## src/hw/rtl/line_position_pd_steer_assert.svh

```systemverilog
// ----------------------------------------------------------------------------
// Assertion macros for the line position PD steering block
// Concurrent checks clocked on aclk and held off while aresetn is low.
// ----------------------------------------------------------------------------
`ifndef LINE_POSITION_PD_STEER_ASSERT_SVH
`define LINE_POSITION_PD_STEER_ASSERT_SVH

`ifndef SYNTHESIS

// Antecedent and consequent in the same cycle.
`define LPPS_ASSERT_SAME(label, ante, cons) \
    label: assert property (@(posedge aclk) disable iff (!aresetn) (ante) |-> (cons)) \
        else $error("lpps check failed");

// Consequent in the cycle after the antecedent.
`define LPPS_ASSERT_NEXT(label, ante, cons) \
    label: assert property (@(posedge aclk) disable iff (!aresetn) (ante) |=> (cons)) \
        else $error("lpps check failed");

`else

`define LPPS_ASSERT_SAME(label, ante, cons)
`define LPPS_ASSERT_NEXT(label, ante, cons)

`endif

`endif

```

## src/hw/rtl/lpps_pkg.sv

```systemverilog
// ----------------------------------------------------------------------------
// lpps_pkg
// Shared widths, limits, reset values and register indexes.
// ----------------------------------------------------------------------------
package lpps_pkg;

    localparam int SAMPLE_BITS_DEF = 12;
    localparam int FRAC_BITS_DEF   = 12;

    localparam int ERR_BITS   = 15;
    localparam int DELTA_BITS = 16;
    localparam int TURN_BITS  = 16;
    localparam int GAIN_BITS  = 16;

    // Operand width inside the serial multiplier and width of its product.
    localparam int MUL_ACC_BITS = DELTA_BITS + 2;
    localparam int PROD_BITS    = MUL_ACC_BITS + GAIN_BITS;

    localparam int ERR_POS_LIMIT = (1 << (ERR_BITS - 1)) - 1;
    localparam int ERR_NEG_LIMIT = 1 << (ERR_BITS - 1);
    localparam int TURN_MAX      = (1 << (TURN_BITS - 1)) - 1;
    localparam int TURN_MIN      = -(1 << (TURN_BITS - 1));

    localparam int OUT_DATA_BITS = ((ERR_BITS + DELTA_BITS + TURN_BITS + 7) / 8) * 8;

    localparam int CFG_ADDR_BITS = 3;
    localparam int CFG_DATA_BITS = 32;

    localparam logic [GAIN_BITS-1:0] GAIN_PROP_RESET  = 16'd860;
    localparam logic [GAIN_BITS-1:0] GAIN_DERIV_RESET = 16'd0;

    // Register index, taken from paddr[2].
    localparam logic REG_GAIN_PROP  = 1'b0;
    localparam logic REG_GAIN_DERIV = 1'b1;

endpackage

```

## src/hw/rtl/lpps_div.sv

```systemverilog
// ----------------------------------------------------------------------------
// lpps_div
// Bit-serial restoring divider: one quotient bit per cycle.
// ----------------------------------------------------------------------------
module lpps_div #(
    parameter int SAMPLE_BITS = lpps_pkg::SAMPLE_BITS_DEF,
    parameter int FRAC_BITS   = lpps_pkg::FRAC_BITS_DEF
) (
    input  logic                   aclk,
    input  logic                   aresetn,
    input  logic                   start,
    input  logic [SAMPLE_BITS+1:0] dividend,
    input  logic [SAMPLE_BITS+2:0] divisor,
    output logic                   done,
    output logic [FRAC_BITS+1:0]   quotient
);

    localparam int QW = FRAC_BITS + 2;
    localparam int RW = SAMPLE_BITS + 3;
    localparam int CW = $clog2(QW);

    logic [RW-1:0] rem_reg, rem_next;
    logic [RW-1:0] dvs_reg, dvs_next;
    logic [QW-1:0] shf_reg, shf_next;
    logic [QW-1:0] quo_reg, quo_next;
    logic [CW-1:0] cnt_reg, cnt_next;
    logic          busy_reg, busy_next;
    logic          done_reg, done_next;

    logic [RW:0]   trial;
    logic [RW:0]   diff;
    logic          fits;

    // The dividend is |num| << FRAC_BITS. Since |num| < 4 * sum, the top part
    // |num| >> 2 is already below the divisor and seeds the remainder, so only
    // the last two bits of |num| and the fraction zeros remain to be shifted in.
    assign trial = {rem_reg, shf_reg[QW-1]};
    assign diff  = trial - {1'b0, dvs_reg};
    assign fits  = (trial >= {1'b0, dvs_reg});

    always_comb begin
        rem_next  = rem_reg;
        dvs_next  = dvs_reg;
        shf_next  = shf_reg;
        quo_next  = quo_reg;
        cnt_next  = cnt_reg;
        busy_next = busy_reg;
        done_next = 1'b0;
        if (start) begin
            rem_next  = RW'(dividend[SAMPLE_BITS+1:2]);
            dvs_next  = divisor;
            shf_next  = {dividend[1:0], {FRAC_BITS{1'b0}}};
            quo_next  = '0;
            cnt_next  = '0;
            busy_next = 1'b1;
        end else if (busy_reg) begin
            rem_next = fits ? diff[RW-1:0] : trial[RW-1:0];
            shf_next = {shf_reg[QW-2:0], 1'b0};
            quo_next = {quo_reg[QW-2:0], fits};
            cnt_next = cnt_reg + 1'b1;
            if (cnt_reg == CW'(QW - 1)) begin
                busy_next = 1'b0;
                done_next = 1'b1;
            end
        end
    end

    always_ff @(posedge aclk) begin
        if (!aresetn) begin
            busy_reg <= 1'b0;
            done_reg <= 1'b0;
            cnt_reg  <= '0;
        end else begin
            busy_reg <= busy_next;
            done_reg <= done_next;
            cnt_reg  <= cnt_next;
            rem_reg  <= rem_next;
            dvs_reg  <= dvs_next;
            shf_reg  <= shf_next;
            quo_reg  <= quo_next;
        end
    end

    assign done     = done_reg;
    assign quotient = quo_reg;

endmodule

```

## src/hw/rtl/lpps_mul.sv

```systemverilog
// ----------------------------------------------------------------------------
// lpps_mul
// Bit-serial dual multiply-accumulate: err * kp + delta * kd, one gain bit
// per cycle, least significant first, product bits shifted out to the right.
// ----------------------------------------------------------------------------
module lpps_mul (
    input  logic                                 aclk,
    input  logic                                 aresetn,
    input  logic                                 start,
    input  logic signed [lpps_pkg::ERR_BITS-1:0]   err,
    input  logic signed [lpps_pkg::DELTA_BITS-1:0] delta,
    input  logic signed [lpps_pkg::GAIN_BITS-1:0]  gain_p,
    input  logic signed [lpps_pkg::GAIN_BITS-1:0]  gain_d,
    output logic                                 done,
    output logic signed [lpps_pkg::PROD_BITS-1:0]  product
);

    localparam int AW = lpps_pkg::MUL_ACC_BITS;
    localparam int GW = lpps_pkg::GAIN_BITS;
    localparam int CW = $clog2(GW);

    logic [AW-1:0] a_reg, a_next;
    logic [AW-1:0] b_reg, b_next;
    logic [GW-1:0] gp_reg, gp_next;
    logic [GW-1:0] gd_reg, gd_next;
    logic [AW-1:0] hi_reg, hi_next;
    logic [GW-1:0] lo_reg, lo_next;
    logic [CW-1:0] cnt_reg, cnt_next;
    logic          busy_reg, busy_next;
    logic          done_reg, done_next;

    logic [AW-1:0] sel;
    logic [AW-1:0] tsum;
    logic          last;

    // The gains are two's complement, so the weight of their top bit is negative.
    assign last = (cnt_reg == CW'(GW - 1));
    assign sel  = (gp_reg[0] ? a_reg : '0) + (gd_reg[0] ? b_reg : '0);
    assign tsum = last ? (hi_reg - sel) : (hi_reg + sel);

    always_comb begin
        a_next    = a_reg;
        b_next    = b_reg;
        gp_next   = gp_reg;
        gd_next   = gd_reg;
        hi_next   = hi_reg;
        lo_next   = lo_reg;
        cnt_next  = cnt_reg;
        busy_next = busy_reg;
        done_next = 1'b0;
        if (start) begin
            a_next    = AW'(err);
            b_next    = AW'(delta);
            gp_next   = gain_p;
            gd_next   = gain_d;
            hi_next   = '0;
            lo_next   = '0;
            cnt_next  = '0;
            busy_next = 1'b1;
        end else if (busy_reg) begin
            hi_next  = {tsum[AW-1], tsum[AW-1:1]};
            lo_next  = {tsum[0], lo_reg[GW-1:1]};
            gp_next  = {1'b0, gp_reg[GW-1:1]};
            gd_next  = {1'b0, gd_reg[GW-1:1]};
            cnt_next = cnt_reg + 1'b1;
            if (last) begin
                busy_next = 1'b0;
                done_next = 1'b1;
            end
        end
    end

    always_ff @(posedge aclk) begin
        if (!aresetn) begin
            busy_reg <= 1'b0;
            done_reg <= 1'b0;
            cnt_reg  <= '0;
        end else begin
            busy_reg <= busy_next;
            done_reg <= done_next;
            cnt_reg  <= cnt_next;
            a_reg    <= a_next;
            b_reg    <= b_next;
            gp_reg   <= gp_next;
            gd_reg   <= gd_next;
            hi_reg   <= hi_next;
            lo_reg   <= lo_next;
        end
    end

    assign done    = done_reg;
    assign product = {hi_reg, lo_reg};

endmodule

```

## src/hw/rtl/line_position_pd_steer.sv

```systemverilog
// ----------------------------------------------------------------------------
// line_position_pd_steer
// Line position estimate from five line sensors with PD steering output.
// ----------------------------------------------------------------------------
// Usage: each item on the s_ stream carries five sensor samples. The block
// forms the weighted line position (weights -3, -1, 0, +1, +3 over the sum
// of all samples) in signed Q.FRAC_BITS, its change from the previous item,
// and the steering rate (error * gain_prop + change * gain_deriv) >> FRAC_BITS,
// saturated to 16 bits. One result item leaves on the m_ stream per input.
// Steps: an accepted item passes ST_PREP (sums and sign), ST_DIV (bit-serial
// divider, FRAC_BITS + 2 steps), ST_MSTART, ST_MUL (bit-serial multiplier, 16
// steps) and ST_FINISH, which loads the output register. One item is in work
// at a time; the next is taken only once the block is back in ST_IDLE.
// The result sits in an output register, so the next item is accepted while
// the previous result still waits; if the receiver stalls, the finished result
// of the next item is held inside until the output register frees up.
// Reset clears the previous error to zero and loads the gains with their
// defaults (gain_prop 860, gain_deriv 0). The user must write the gains over the
// APB port only while no item is in work; the block itself does not enforce it.
// ----------------------------------------------------------------------------
`include "line_position_pd_steer_assert.svh"

module line_position_pd_steer #(
    parameter int SAMPLE_BITS = lpps_pkg::SAMPLE_BITS_DEF,
    parameter int FRAC_BITS   = lpps_pkg::FRAC_BITS_DEF,
    localparam int IN_DATA_BITS = ((5 * SAMPLE_BITS + 7) / 8) * 8
) (
    input  logic                                    aclk,
    input  logic                                    aresetn,

    // Input stream.
    input  logic                                    s_tvalid,
    output logic                                    s_tready,
    // Fields from bit 0 up: sample_far_left, sample_left, sample_center,
    // sample_right, sample_far_right, then zero fill.
    input  logic [IN_DATA_BITS-1:0]                 s_tdata,

    // Result stream.
    output logic                                    m_tvalid,
    input  logic                                    m_tready,
    // Fields from bit 0 up: position_error, error_delta, turn_rate, zero fill.
    output logic [lpps_pkg::OUT_DATA_BITS-1:0]      m_tdata,
    // Fields from bit 0 up: no_signal.
    output logic                                    m_tuser,

    // Configuration port.
    input  logic                                    psel,
    input  logic                                    penable,
    input  logic                                    pwrite,
    input  logic [lpps_pkg::CFG_ADDR_BITS-1:0]      paddr,
    input  logic [lpps_pkg::CFG_DATA_BITS-1:0]      pwdata,
    output logic [lpps_pkg::CFG_DATA_BITS-1:0]      prdata,
    output logic                                    pready
);

    localparam int EB = lpps_pkg::ERR_BITS;
    localparam int DB = lpps_pkg::DELTA_BITS;
    localparam int TB = lpps_pkg::TURN_BITS;
    localparam int GB = lpps_pkg::GAIN_BITS;
    localparam int PB = lpps_pkg::PROD_BITS;
    localparam int NW = SAMPLE_BITS + 3;
    localparam int QW = FRAC_BITS + 2;
    localparam int EW = (QW > EB ? QW : EB) + 1;

    localparam logic signed [PB-1:0] TURN_HI = PB'(lpps_pkg::TURN_MAX);
    localparam logic signed [PB-1:0] TURN_LO = PB'(lpps_pkg::TURN_MIN);

    typedef enum logic [2:0] {
        ST_IDLE,
        ST_PREP,
        ST_DIV,
        ST_MSTART,
        ST_MUL,
        ST_FINISH
    } state_t;

    state_t                    state_reg, state_next;
    logic [SAMPLE_BITS-1:0]    samp_reg [5];
    logic [SAMPLE_BITS-1:0]    samp_next [5];
    logic                      neg_reg, neg_next;
    logic                      none_reg, none_next;
    logic signed [EB-1:0]      err_reg, err_next;
    logic signed [DB-1:0]      delta_reg, delta_next;
    logic signed [EB-1:0]      prev_reg, prev_next;
    logic [GB-1:0]             gp_reg, gp_next;
    logic [GB-1:0]             gd_reg, gd_next;
    logic                      m_valid_reg, m_valid_next;
    logic [EB-1:0]             out_err_reg, out_err_next;
    logic [DB-1:0]             out_delta_reg, out_delta_next;
    logic [TB-1:0]             out_turn_reg, out_turn_next;
    logic                      out_none_reg, out_none_next;

    // Datapath signals.
    logic [NW-1:0]             ext [5];
    logic [NW-1:0]             sum_c;
    logic [NW-1:0]             outer_c;
    logic [NW-1:0]             num_c;
    logic [NW-1:0]             mag_c;
    logic                      s_accept;
    logic                      cfg_write;
    logic                      cfg_idx;
    logic                      div_start;
    logic                      div_done;
    logic [QW-1:0]             quotient;
    logic [EW-1:0]             q_wide;
    logic signed [EB-1:0]      err_c;
    logic                      mul_start;
    logic                      mul_done;
    logic signed [PB-1:0]      product;
    logic signed [PB-1:0]      shifted;
    logic [TB-1:0]             turn_c;

    assign s_accept  = s_tvalid && s_tready;
    assign cfg_write = psel && penable && pwrite && pready;
    assign cfg_idx   = paddr[2];

    // Weighted sum and plain sum of the stored samples. All terms stay within
    // NW bits: the sum is below 5 * 2^SAMPLE_BITS and |num| below 4 * 2^SAMPLE_BITS.
    always_comb begin
        for (int i = 0; i < 5; i++) begin
            ext[i] = NW'(samp_reg[i]);
        end
    end

    assign sum_c   = ext[0] + ext[1] + ext[2] + ext[3] + ext[4];
    assign outer_c = ext[4] - ext[0];
    assign num_c   = (outer_c << 1) + outer_c + ext[3] - ext[1];
    assign mag_c   = num_c[NW-1] ? (~num_c + 1'b1) : num_c;

    assign div_start = (state_reg == ST_PREP);
    assign mul_start = (state_reg == ST_MSTART);

    lpps_div #(
        .SAMPLE_BITS (SAMPLE_BITS),
        .FRAC_BITS   (FRAC_BITS)
    ) u_div (
        .aclk     (aclk),
        .aresetn  (aresetn),
        .start    (div_start),
        .dividend (mag_c[SAMPLE_BITS+1:0]),
        .divisor  (sum_c),
        .done     (div_done),
        .quotient (quotient)
    );

    lpps_mul u_mul (
        .aclk    (aclk),
        .aresetn (aresetn),
        .start   (mul_start),
        .err     (err_reg),
        .delta   (delta_reg),
        .gain_p  (gp_reg),
        .gain_d  (gd_reg),
        .done    (mul_done),
        .product (product)
    );

    // Signed position from the quotient magnitude, saturated to the error
    // range. A zero sample sum forces the position to zero.
    assign q_wide = EW'(quotient);

    always_comb begin
        if (none_reg) begin
            err_c = '0;
        end else if (neg_reg) begin
            if (q_wide > EW'(lpps_pkg::ERR_NEG_LIMIT)) begin
                err_c = EB'(-lpps_pkg::ERR_NEG_LIMIT);
            end else begin
                err_c = ~q_wide[EB-1:0] + 1'b1;
            end
        end else begin
            if (q_wide > EW'(lpps_pkg::ERR_POS_LIMIT)) begin
                err_c = EB'(lpps_pkg::ERR_POS_LIMIT);
            end else begin
                err_c = q_wide[EB-1:0];
            end
        end
    end

    // The arithmetic shift rounds toward minus infinity, then the result is
    // saturated to the 16-bit steering range.
    assign shifted = product >>> FRAC_BITS;

    always_comb begin
        if (shifted > TURN_HI) begin
            turn_c = TB'(lpps_pkg::TURN_MAX);
        end else if (shifted < TURN_LO) begin
            turn_c = TB'(lpps_pkg::TURN_MIN);
        end else begin
            turn_c = shifted[TB-1:0];
        end
    end

    // Register reads return the gain sign-extended to the bus width.
    always_comb begin
        unique case (cfg_idx)
            lpps_pkg::REG_GAIN_PROP:  prdata = {{(lpps_pkg::CFG_DATA_BITS-GB){gp_reg[GB-1]}},
                                                gp_reg};
            lpps_pkg::REG_GAIN_DERIV: prdata = {{(lpps_pkg::CFG_DATA_BITS-GB){gd_reg[GB-1]}},
                                                gd_reg};
        endcase
    end

    // Sequencer and registers.
    always_comb begin
        state_next     = state_reg;
        samp_next      = samp_reg;
        neg_next       = neg_reg;
        none_next      = none_reg;
        err_next       = err_reg;
        delta_next     = delta_reg;
        prev_next      = prev_reg;
        gp_next        = gp_reg;
        gd_next        = gd_reg;
        m_valid_next   = m_valid_reg;
        out_err_next   = out_err_reg;
        out_delta_next = out_delta_reg;
        out_turn_next  = out_turn_reg;
        out_none_next  = out_none_reg;

        if (m_valid_reg && m_tready) begin
            m_valid_next = 1'b0;
        end

        if (cfg_write) begin
            if (cfg_idx == lpps_pkg::REG_GAIN_PROP) begin
                gp_next = pwdata[GB-1:0];
            end else begin
                gd_next = pwdata[GB-1:0];
            end
        end

        unique case (state_reg)
            ST_IDLE: begin
                if (s_accept) begin
                    for (int i = 0; i < 5; i++) begin
                        samp_next[i] = s_tdata[i*SAMPLE_BITS +: SAMPLE_BITS];
                    end
                    state_next = ST_PREP;
                end
            end
            ST_PREP: begin
                neg_next   = num_c[NW-1];
                none_next  = (sum_c == '0);
                state_next = ST_DIV;
            end
            ST_DIV: begin
                if (div_done) begin
                    err_next   = err_c;
                    delta_next = {err_c[EB-1], err_c} - {prev_reg[EB-1], prev_reg};
                    prev_next  = err_c;
                    state_next = ST_MSTART;
                end
            end
            ST_MSTART: begin
                state_next = ST_MUL;
            end
            ST_MUL: begin
                if (mul_done) begin
                    state_next = ST_FINISH;
                end
            end
            ST_FINISH: begin
                if (!m_valid_reg || m_tready) begin
                    m_valid_next   = 1'b1;
                    out_err_next   = err_reg;
                    out_delta_next = delta_reg;
                    out_turn_next  = turn_c;
                    out_none_next  = none_reg;
                    state_next     = ST_IDLE;
                end
            end
            default: begin
                state_next = ST_IDLE;
            end
        endcase
    end

    always_ff @(posedge aclk) begin
        if (!aresetn) begin
            state_reg   <= ST_IDLE;
            m_valid_reg <= 1'b0;
            prev_reg    <= '0;
            gp_reg      <= lpps_pkg::GAIN_PROP_RESET;
            gd_reg      <= lpps_pkg::GAIN_DERIV_RESET;
        end else begin
            state_reg     <= state_next;
            m_valid_reg   <= m_valid_next;
            prev_reg      <= prev_next;
            gp_reg        <= gp_next;
            gd_reg        <= gd_next;
            samp_reg      <= samp_next;
            neg_reg       <= neg_next;
            none_reg      <= none_next;
            err_reg       <= err_next;
            delta_reg     <= delta_next;
            out_err_reg   <= out_err_next;
            out_delta_reg <= out_delta_next;
            out_turn_reg  <= out_turn_next;
            out_none_reg  <= out_none_next;
        end
    end

    assign s_tready = (state_reg == ST_IDLE);
    assign m_tvalid = m_valid_reg;
    assign m_tdata  = {{(lpps_pkg::OUT_DATA_BITS-EB-DB-TB){1'b0}},
                       out_turn_reg, out_delta_reg, out_err_reg};
    assign m_tuser  = out_none_reg;
    assign pready   = 1'b1;

    // The divider and the multiplier only finish while the sequencer waits on them.
    `LPPS_ASSERT_SAME(a_div_done_in_div, div_done, state_reg == ST_DIV)
    `LPPS_ASSERT_SAME(a_mul_done_in_mul, mul_done, state_reg == ST_MUL)
    // An accepted item always moves on to the sum stage.
    `LPPS_ASSERT_NEXT(a_accept_to_prep, s_accept, state_reg == ST_PREP)
    // A result without line signal carries a zero position.
    `LPPS_ASSERT_SAME(a_no_signal_zero, m_valid_reg && out_none_reg, out_err_reg == '0)

endmodule

```

## config.mk

```make
export PLATFORM = sky130hd
export DESIGN_NAME = line_position_pd_steer
export DESIGN_NICKNAME = d
export VERILOG_FILES = /design/src/hw/rtl/lpps_pkg.sv /design/src/hw/rtl/lpps_div.sv /design/src/hw/rtl/lpps_mul.sv /design/src/hw/rtl/line_position_pd_steer.sv
export VERILOG_INCLUDE_DIRS = /design/src /design/src/hw/rtl
export SDC_FILE = /design/constraint.sdc
export NUM_CORES = 1
export LEC_CHECK = 0
export BUFFER_PORTS_ARGS = -buffer_cell sky130_fd_sc_hd__clkbuf_2
export CORE_MARGIN = 3
export CORE_UTILIZATION = 60
export DETAILED_ROUTE_END_ITERATION = 7
export HOLD_SLACK_MARGIN = 0.02
export MAX_ROUTING_LAYER = met4
export PLACE_DENSITY = 0.81
export SLEW_MARGIN = 20
export SYNTH_ARGS = -nofsm -noshare
export SYNTH_HDL_FRONTEND = slang
export SYNTH_SLANG_ARGS = --single-unit
```

## constraint.sdc

```tcl
create_clock -name aclk -period 14 [get_ports aclk]
set_clock_uncertainty 0.05 [all_clocks]
set_input_delay 2.1 -clock aclk [delete_from_list [all_inputs] [get_ports aclk]]
set_output_delay 2.1 -clock aclk [all_outputs]
set_load 0.01 [all_outputs]
```

* Yosys cells after proc, flatten, opt, wreduce, memory -nomap -nowiden
Cells that the tools add are included.
** Operators by class
- Add/sub/neg operators :: 17
- Magnitude comparators :: 5
- Eq/ne operators :: 11
- Mux-type cells :: 38
- Bitwise operators :: 6
- Reductions and logical operators :: 25
** Operator list (number)
- 16-bit 2-to-1 mux :: 6
- 15-bit 2-to-1 mux :: 5
- 18-bit 2-to-1 mux :: 4
- 14-bit 2-to-1 mux :: 5
- 32-bit one-hot mux with 2 select lines :: 1
- 18-bit adder :: 2
- 15-bit by 12-bit adder with 15-bit output :: 2
- 22-bit by 16-bit greater-than comparator with 1-bit output (second input constant) :: 1
- 22-bit by 16-bit < comparator with 1-bit output (second input constant) :: 1
- 3-bit one-hot mux with 6 select lines :: 1
- 18-bit subtractor :: 1
- 16-bit by 15-bit greater-or-equal comparator with 1-bit output :: 1
- 15-bit by 15-bit subtractor with 16-bit output :: 1
- 14-bit by 12-bit adder with 15-bit output :: 1
- 14-bit by 13-bit adder with 15-bit output :: 1
- 15-bit by 1-bit adder with 15-bit output (second input constant) :: 1
- 14-bit by 15-bit greater-than comparator with 1-bit output (second input constant) :: 1
- 15-bit zero test :: 1
- 14-bit inverter with 15-bit output :: 1
- 15-bit by 12-bit subtractor with 15-bit output :: 1
- 15-bit subtractor :: 1
- 13-bit by 12-bit adder with 14-bit output :: 1
- 14-bit by 1-bit adder with 14-bit output (second input constant) :: 1
- 14-bit greater-than comparator (second input constant) :: 1
- 24 further kinds :: 60
** Word-level totals
- Bits in registers :: 358
- Word-level logic and storage cells :: 138

* Depth between registers and ports, before layout
Gate-level depths: netlist of run 1.
- Word-level depth :: 8
- Gate-level depth with buffers :: 28

* By module
From an unflattened synthesis of run 1, not the netlist that was laid out.
** Unflattened totals
- Cells, all modules :: 1758
- Area, all modules :: 20086.8 µm²
** Modules (own cells, without submodules)
- line_position_pd_steer :: times used 1, cells an instance 978, area each 11058.1 µm², seq. area each 5255.0 µm²
- lpps_mul :: times used 1, cells an instance 529, area each 6189.7 µm², seq. area each 3002.9 µm²
- lpps_div :: times used 1, cells an instance 251, area each 2839.0 µm², seq. area each 1501.4 µm²

* Worst setup path before layout of run 1
Ideal clock, no wire load.
- Kind :: flip-flop to flip-flop
- From :: register samp_reg, in the netlist ext[0]
- To :: register u_div.rem_reg[4] (data pin)
- Arrival :: 5437 ps
- Required time :: 13679 ps
- Slack :: 8242 ps
- Cell stages (with the launch flop) :: 26
- Clock period less this slack :: 5758 ps
- Path through :: edfxtp_1 -> inv_1 -> ha_1 -> inv_1 -> fa_1 -> a21o_1 -> a21oi_1 -> o21bai_1 -> a21oi_1 -> o21bai_1 -> a21oi_1 -> nor2b_1 -> o21ai_0 -> nand2b_1 -> xnor2_1 -> fa_1 -> fa_1 -> inv_1 -> ha_1 -> and2b_1 -> a311o_1 -> and4b_1 -> or3_4 -> or3_1 -> a21oi_1 -> a21oi_1
** Between the ends
- Longest elaborated chain between the ends :: 8
** Ends and longest elaborated chain
- start: declaration :: line line_position_pd_steer.sv:78 : logic [SAMPLE_BITS-1:0] samp_reg [5];
- start signal: assignment :: line line_position_pd_steer.sv:292 : samp_reg <= samp_next;
- 12-bit by 12-bit subtractor with 13-bit output * :: line line_position_pd_steer.sv:126 : assign outer_c = ext[4] - ext[0];
- 14-bit by 13-bit adder with 15-bit output * :: line line_position_pd_steer.sv:127 : assign num_c = (outer_c << 1) + outer_c + ext[3] - ext[1];
- 15-bit by 12-bit adder with 15-bit output * :: line line_position_pd_steer.sv:127
- 15-bit by 12-bit subtractor with 15-bit output * :: line line_position_pd_steer.sv:127
- 14-bit inverter :: line line_position_pd_steer.sv:128 : assign mag_c = num_c[NW-1] ? (~num_c + 1'b1) : num_c;
- 14-bit by 1-bit adder with 14-bit output :: line line_position_pd_steer.sv:128
- 14-bit 2-to-1 mux * :: line line_position_pd_steer.sv:128
- 12-bit 2-to-1 mux * :: line lpps_div.sv:49 : if (start) begin
- named net u_div.rem_next[4] :: line lpps_div.sv:22 : logic [RW-1:0] rem_reg, rem_next;
- end signal: assignment :: line lpps_div.sv:77 : rem_reg <= rem_next;
- end: declaration :: line lpps_div.sv:22
Mark *: on every way through the listed nets, which the timed path passes. The rest lies on a longest branch.
A chain may end at the register's enable or synchronous reset.

* Final worst setup path of run 1
Same ends and word-level chain as after synthesis.

==> impl_metrics.tcl, run 1 <==
set metrics [dict create \
    path_clk_slew_ps 60 \
    vias_per_cell 5.52 \
    final_antenna_net_count 0 \
    avgSynthCellArea_um2 11.0 \
    vdd_drop_max_v 0.000151 \
    remaining_drc_errors 0 \
    vias 12700 \
    grt_pass1_vias 12900 \
    layout-drive-gt1-share_pct 14.2 \
    dpl.hpwl_um 26100 \
    status "finished clean" \
    syn_area_um2 19000 \
    synth-main-ff-cell "edfxtp_1" \
    synthAdderAreaFrac_pct 14.2 \
    power_density_nw_per_um2 145 \
    cp_slowest_stage_delay_ps 520 \
    layoutNonFillerInstCount 2299 \
    io_pins 190 \
    diodes 0 \
    dr.pass1.iters 5 \
    crit_type "register to register" \
    synth_top_area_share_pct 42.9 \
    fin_tns_setup_ps 0 \
    grt_max_degree 61 \
    grt-ovfl-total 0 \
    yosys.area_share.xor_xnor_pct 5.73 \
    ys_async_sr_fraction_pct 0 \
    final_cell_mix "271 x edfxtp_1, 246 x nand2_1, 165 x clkbuf_2" \
    place_area_um2 20100 \
    routabilityCongestion 0.917 \
    cp_top_family "compound AO/OA/AOI/OAI gates" \
    rows 64 \
    dieArea_um2 33800 \
    clockBufferDepth 3 \
    synth.area.top_cells "edfxtp_1 43%, ha_1 7.5%, dfxtp_1 6.6%" \
    fmax_ghz 0.152 \
    antenna_found_initial 0 \
    clkLatencyLatePin_ps 520 \
    initial_core_util_pct 61.4 \
    placement.io_buffers 165 \
    worst_pin_slew_ps 1060 \
    crit_required_ps 14150 \
    yosysWarnings 0 \
    crit_fanout 12 \
    syn2layout_area_growth_pct 11.9 \
    clock-sinks 334 \
    final_util_pct 68.7 \
    cp-end-kind "register" \
    cts_max_level 2 \
    cts_made_buffers 36 \
    dp_slack_ps 7570 \
    post_cts_resized 0 \
    yosys.area.top_type "edfxtp_1" \
    final-max-slew-violation-count 0 \
    fin_nets 2160 \
    die_y_um 184 \
    critPathArrivalTime_ps 6740 \
    dp_cells 2235 \
    cts_tree "done" \
    root_buffer "clkbuf_16" \
    hold_buffers 0 \
    finalHoldViolCount 0 \
    path_buf_inv 3 \
    synth_nets 2012 \
    cp_slowest_cell "fa_1" \
    min_period_ps 6580 \
    hold_path.class "register to register" \
    synthSimpleGateAreaFrac_pct 13.0 \
    setup_viol 0 \
    synth_cell_type_count 68 \
    synth_compound_area_share_pct 10.8 \
    cap_viol_max_count 0 \
    drt_iter0_drc 654 \
    largest_reg_flops 60 \
    fin_crit_sh_pct 47.0 \
    slew-limit-headroom_pct 29.3 \
    cp-start-kind "register" \
    grt_use_total_pct 22.2 \
    synth_top_family_by_area "adder cells" \
    stdcell_area_um2 21200 \
    rsz0062_at_grt "false" \
    synth_mux_area_share_pct 2.14 \
    syn_inst 1729 \
    final_common_cell "edfxtp_1" \
    leakagePower_nw 8.76 \
    wl_per_cell_um 15.5 \
    routed_wl_um 35700 \
    path_common_cell "a21oi_1" \
    synth_edf_count 271 \
    core-area_um2 30900 \
    postCtsSetupRepairBufs 0 \
    ys_seq_area_share_pct 49.6 \
    synth-seq-cells 334 \
    fin_ws_ps 7420 \
    die_w_um 184 \
    grt_pass1_wl_um 59900 \
]
## worst paths after layout
check | start | end | slack (ps) | depth (start not counted)
max | ext[0] | u_div.rem_reg[4] | 7420 | 25
min | err_reg[8] | u_mul.a_reg[8] | 390 | 0
max reg2reg | ext[0] | u_div.rem_reg[4] | 7420 | 25
min reg2reg | err_reg[8] | u_mul.a_reg[8] | 390 | 0
## cell families (layout without fill, tap and decap cells)
| group | count (synthesis) | after routing |
|---|---|---|
| AND/OR/NAND/NOR | 536 | 536 |
| flip-flops | 334 | 334 |
| AO/OA/AOI/OAI | 308 | 308 |
| buffers and inverters | 210 | 384 |
| adder cells (fa/ha/maj) | 177 | 177 |
| XOR/XNOR | 124 | 124 |
| multiplexers | 38 | 38 |
| other | 2 | 2 |
## cell type report
type / count / area, um2
Clock buffer: 41 / 920
Timing Repair Buffer: 174 / 893
Sequential cell: 334 / 9400
Tap cell: 396 / 495
Fill cell: 2210 / 9690
Inverter: 146 / 548
Multi-Input combinational cell: 1185 / 8720
Clock inverter: 23 / 243
## power by group
| group | internal (mW) | switching, mW | total [mW] |
|---|---|---|---|
| clock | 0.551 | 0.381 | 0.932 |
| sequential | 1.14 | 0.0247 | 1.17 |
| combinational | 0.433 | 0.548 | 0.982 |
## routing by layer
| metal | global-route usage [%] | share of wire [%] | up-vias | wire length [um] |
|---|---|---|---|---|
| met5 | - | 0 | - | 0 |
| met4 | 6.65 | 2.8 | 0 | 1020 |
| met3 | 3.52 | 4.9 | 68 | 1750 |
| met2 | 40.6 | 52 | 289 | 18800 |
| met1 | 25.1 | 40 | 6057 | 14200 |
| li1 | - | - | 6270 | - |
## through the flow
step	total power, mW	hold slack, ps
after floorplan	1.98	371
after global placement	2.12	373
after detailed placement	2.16	382
after CTS	3.10	393
after global routing	3.28	399
final	3.08	393
## cell usage after synthesis, types with 5 or more instances
master	instances
nand4_1	5
a211oi_1	10
o21ai_0	44
xnor2_1	63
o21ai_1	5
nand3b_1	7
a31oi_1	13
mux2_2	20
and2_1	54
nand3_1	26
o31ai_1	8
dfxtp_1	63
nor3_1	20
nor2_1	108
ha_1	114
and3_1	12
buf_4	19
fa_1	63
a21boi_0	51
or3_1	5
a21o_1	29
nand2_1	246
mux2i_1	18
clkbuf_1	40
nor2b_1	17
nand2b_1	11
xor2_1	61
a311oi_1	5
inv_1	146
o21bai_1	7
a21oi_1	71
edfxtp_1	271
o21a_1	30
(Power assumes the default switching activity.)
==> run 2, diff against run 1 <==
CORE_UTILIZATION = 54   (was 60)
PLACE_DENSITY = 0.77   (was 0.81)
clock period = 5.45 ns   (was 14 ns; I/O delays follow)
==> impl_metrics.tcl, run 2 (same netlist as run 1, synthesis figures left out) <==
set metrics [dict create \
    vias 12800 \
    core-area_um2 34500 \
    final-max-slew-violation-count 0 \
    cts_made_buffers 36 \
    worst_pin_slew_ps 1030 \
    routed_wl_um 36600 \
    die_y_um 193 \
    r2r_slack_ps -200 \
    cap_viol_max_count 0 \
    cts_max_level 2 \
    final_antenna_net_count 0 \
    rsz0062_at_grt "true" \
    diodes 0 \
    cp-end-kind "register" \
    dieArea_um2 37400 \
    grt_max_degree 61 \
    grt-ovfl-total 0 \
    dpl.hpwl_um 27100 \
    hold_path.class "register to register" \
    critPathArrivalTime_ps 5840 \
    clkLatencyLatePin_ps 540 \
    fin_ws_ps -199 \
    whs_endpoint "u_mul.b_reg[10]" \
    grt_pass1_wl_um 61400 \
    die_w_um 193 \
    clockBufferDepth 3 \
    path_clk_slew_ps 60 \
    min_period_ps 5650 \
    clock-sinks 334 \
    final_common_cell "edfxtp_1" \
    cts_tree "done" \
    reg2regPathDepth 25 \
    drt_iter0_drc 694 \
    r2r_end "u_div.rem_reg[4]" \
    crit_fanout 5 \
    grt_pass1_vias 13100 \
    hold_buffers 0 \
    failed_checks "negative setup slack" \
    leakagePower_nw 9.03 \
    rows 68 \
    crit_required_ps 5640 \
    fin_tns_setup_ps -1480 \
    antenna_found_initial 0 \
    crit_type "register to register" \
    worstReg2RegStart "ext[0]" \
    final_cell_mix "271 x edfxtp_1, 243 x nand2_1, 165 x clkbuf_2" \
    root_buffer "clkbuf_16" \
    whs_path_depth 0 \
    cp-start-kind "register" \
    vias_per_cell 5.30 \
    min_from "delta_reg[10]" \
    wl_per_cell_um 15.2 \
    routabilityCongestion 0.870 \
    fin_nets 2209 \
    remaining_drc_errors 0 \
    final_util_pct 63.3 \
    vdd_drop_max_v 0.000353 \
    power_density_nw_per_um2 381 \
    largest_reg_flops 60 \
    layout-drive-gt1-share_pct 18.2 \
    grt_use_total_pct 20.2 \
    finalHoldViolCount 0 \
    status "finished with violations" \
    fmax_ghz 0.177 \
    initial_core_util_pct 54.9 \
    setup_viol 12 \
    syn2layout_area_growth_pct 15.2 \
    dr.pass1.iters 5 \
    slew-limit-headroom_pct 31.1 \
    io_pins 190 \
    placement.io_buffers 165 \
    finalPower_mw 8.33 \
    fin_crit_sh_pct 104 \
]
## run 2: changes by cell type in the layout (fill, tap and decap cells not counted), sizes merged
cell      before  now
buf            9   58
bufinv         4    2
clkbuf       206  210
clkinv        12   13
clkinvlp       3    0
inv          150  149
## run 2: report_power, final
part	internal, mW	leakage (nW)	switching (mW)	total [mW]
registers	2.93	2.98	0.0627	2.99
logic	1.41	5.48	1.57	2.98
clock network	1.37	0.570	0.980	2.35
## run 2: cell type report
class	count	area (um2)
fillers	2718	12700
flip-flops and latches	334	9400
multi-input cells	1185	8910
repair buffers	223	1270
clock buffers	45	975
well taps	455	569
inverters	146	556
clock inverters	18	173
## run 2: routing by layer
layer,part of all wire [%],GRT usage (%),wire length [um],up-vias
li1,-,-,-,6358
met1,39,22.1,14500,6078
met2,54,37.7,19700,245
met3,4.0,3.34,1480,73
met4,2.8,5.84,1010,0
met5,0,-,0,-
## run 2: per-stage QoR
stage,instances,instance area (um2),hold slack (ps),worst slack [ps]
finish,2406,21800,398,-199
global route,2406,21800,381,-494
CTS,2401,21700,376,-220
detailed placement,2330,20400,385,-356
global placement,2330,20400,375,-273
floorplan,1729,19000,371,18.0
## run 2: how the worst max path moves through the flow
stage                  endpoint  slack, ps  startpoint
2_1_floorplan  u_div.rem_reg[4]         20      ext[0]
3_3_place_gp   u_div.rem_reg[4]       -270      ext[0]
3_5_place_dp   u_div.rem_reg[4]       -360      ext[0]
4_1_cts        u_div.rem_reg[4]       -220      ext[0]
5_1_grt        u_div.rem_reg[4]       -490      ext[0]
6_report       u_div.rem_reg[4]       -200      ext[0]
## run 2: timing repair
item                                    4_1_cts  5_1_grt
endpoints found under the setup margin       13       15
buffers inserted                              8        5
resized for setup                            17       25
pin swaps                                     7       12
## run 2: worst max-delay path: stages (launching register included)
cell and delay [ps]:
edfxtp_1 410, inv_1 80, ha_2 170, inv_2 40, fa_2 330, a21o_1 180
a21oi_2 140, o21bai_1 100, a21oi_2 180, o21bai_1 110, a21oi_2 170, nor2b_1 70
o21ai_2 150, nand2b_1 120, xnor2_2 170, fa_1 460, fa_1 530, inv_2 50
ha_4 230, and2b_1 150, a311o_1 290, and4b_1 180, or3_4 410, or3_1 400
a21oi_2 140, a21oi_1 60
==> run 3, diff against run 2 <==
CORE_ASPECT_RATIO = 0.9   (was default)
CORE_UTILIZATION = 60   (was 54)
PLACE_DENSITY = 0.81   (was 0.77)
clock period = 5.75 ns   (was 5.45 ns; I/O delays follow)
==> impl_metrics.tcl, run 3 (same netlist as run 1, synthesis figures left out) <==
set metrics [dict create \
    status "finished with violations" \
    failed_checks "negative setup slack" \
    r2r_end "u_div.rem_reg[8]" \
    routabilityCongestion 0.886 \
    vias 13000 \
    slew-limit-headroom_pct 27.5 \
    syn2layout_area_growth_pct 14.8 \
    setup_viol 8 \
    fin_crit_sh_pct 102 \
    cts_max_level 2 \
    dieArea_um2 33800 \
    core-area_um2 31000 \
    finalPower_mw 7.95 \
    grt_use_total_pct 22.8 \
    placement.io_buffers 165 \
    p_clk_share_pct 28.5 \
    reg2regPathDepth 27 \
    initial_core_util_pct 61.2 \
    critPathArrivalTime_ps 6040 \
    root_buffer "clkbuf_16" \
    die_y_um 175 \
    hold_slack_ps 386 \
    final-max-slew-violation-count 0 \
    cp-start-kind "register" \
    rsz0062_at_grt "true" \
    worstReg2RegStart "ext[0]" \
    crit_type "register to register" \
    crit_fanout 6 \
    drt_iter0_drc 595 \
    layout-drive-gt1-share_pct 18.1 \
    layoutNonFillerInstCount 2354 \
    grt_max_degree 61 \
    min_from "err_reg[1]" \
    fmax_ghz 0.171 \
    finalHoldViolCount 0 \
    largest_reg_flops 60 \
    wl_per_cell_um 16.2 \
    dpl.hpwl_um 27300 \
    rows 61 \
    vias_per_cell 5.54 \
    place_area_um2 20300 \
    worst_pin_slew_ps 1080 \
    clock-sinks 334 \
    die_w_um 193 \
    final_cell_mix "271 x edfxtp_1, 244 x nand2_1, 165 x clkbuf_2" \
    n_fill_cell 2134 \
    routed_wl_um 38200 \
    power_frac_seq_pct 35.7 \
    cts_tree "done" \
    cp_top_family "adder cells" \
    path_clk_slew_ps 70 \
    cp-end-kind "register" \
    clockBufferDepth 3 \
    leakagePower_nw 8.99 \
    power_frac_comb_pct 35.8 \
    fin_nets 2201 \
    grt-ovfl-total 0 \
    min_period_ps 5850 \
    p_sw_mw 2.56 \
    final_antenna_net_count 0 \
    hold_path.class "register to register" \
    remaining_drc_errors 0 \
    final_common_cell "edfxtp_1" \
    power_density_nw_per_um2 365 \
    cts_made_buffers 36 \
    r2r_slack_ps -100 \
    cp_slowest_stage_delay_ps 480 \
    cp_slowest_cell "fa_1" \
    antenna_found_initial 0 \
    whs_endpoint "out_err_reg[1]" \
    p_int_mw 5.40 \
    clkLatencyLatePin_ps 530 \
    vdd_drop_max_v 0.000319 \
    crit_required_ps 5940 \
    dr.pass1.iters 5 \
    grt_pass1_vias 13200 \
    dp_cells 2275 \
    cap_viol_max_count 0 \
    path_buf_inv 7 \
    grt_pass1_wl_um 62500 \
    stdcell_area_um2 21800 \
    swShare_pct 32.1 \
    diodes 0 \
    whs_path_depth 0 \
    io_pins 190 \
    fin_ws_ps -102 \
]
[run 3: layer usage]
layer	up-vias	part of all wire [%]	track usage, %
met2	354	51	40.5
met1	6236	41	27.2
met5	-	0	-
met3	86	4.7	3.57
li1	6362	-	-
met4	0	2.6	6.78
[run 3: how the worst max path moves through the flow]
stage,to,slack (ps),depth (start not counted),start
after global routing,u_div.rem_reg[1],-300,29,ext[0]
final,u_div.rem_reg[8],-100,27,ext[0]
after detailed placement,u_div.rem_reg[4],-310,25,ext[0]
after CTS,u_div.rem_reg[4],10,24,ext[1]
after global placement,u_div.rem_reg[4],-150,25,ext[0]
after floorplan,u_div.rem_reg[4],40,25,ext[0]
[run 3: cell type report]
type	instances	area, um2	share of cell area, %
inverters	146	551	2.53
clock buffers	47	952	4.37
flip-flops and latches	334	9400	43.2
clock inverters	18	203	0.931
repair buffers	215	1210	5.57
multi-input cells	1185	8940	41.1
well taps	409	512	2.35
[run 3: repair_timing]
| action | in CTS | in global routing |
|---|---|---|
| cloned | 0 | 0 |
| setup buffers | 4 | 10 |
| gates resized for setup | 8 | 45 |
| hold buffers | 0 | 0 |
| setup endpoints to repair | 13 | 13 |
| pin swaps | 6 | 28 |
[run 3: power groups by stage]
stage	registers (mW)	clock network [mW]	logic (mW)
floorplan	2.87	0	1.95
global placement	2.88	0	2.39
detailed placement	2.89	0	2.50
CTS	2.84	2.30	2.54
global route	2.85	2.40	3.17
finish	2.84	2.26	2.85
[run 3: per-stage QoR]
stage / utilization, % / setup TNS, ps / setup WS [ps]
finish: 70.2 / -442 / -102
global route: 70.2 / -2950 / -299
CTS: 69.3 / 0 / 9.78
detailed placement: 65.4 / -3120 / -311
global placement: 65.4 / -1170 / -149
floorplan: - / 0 / 39.2
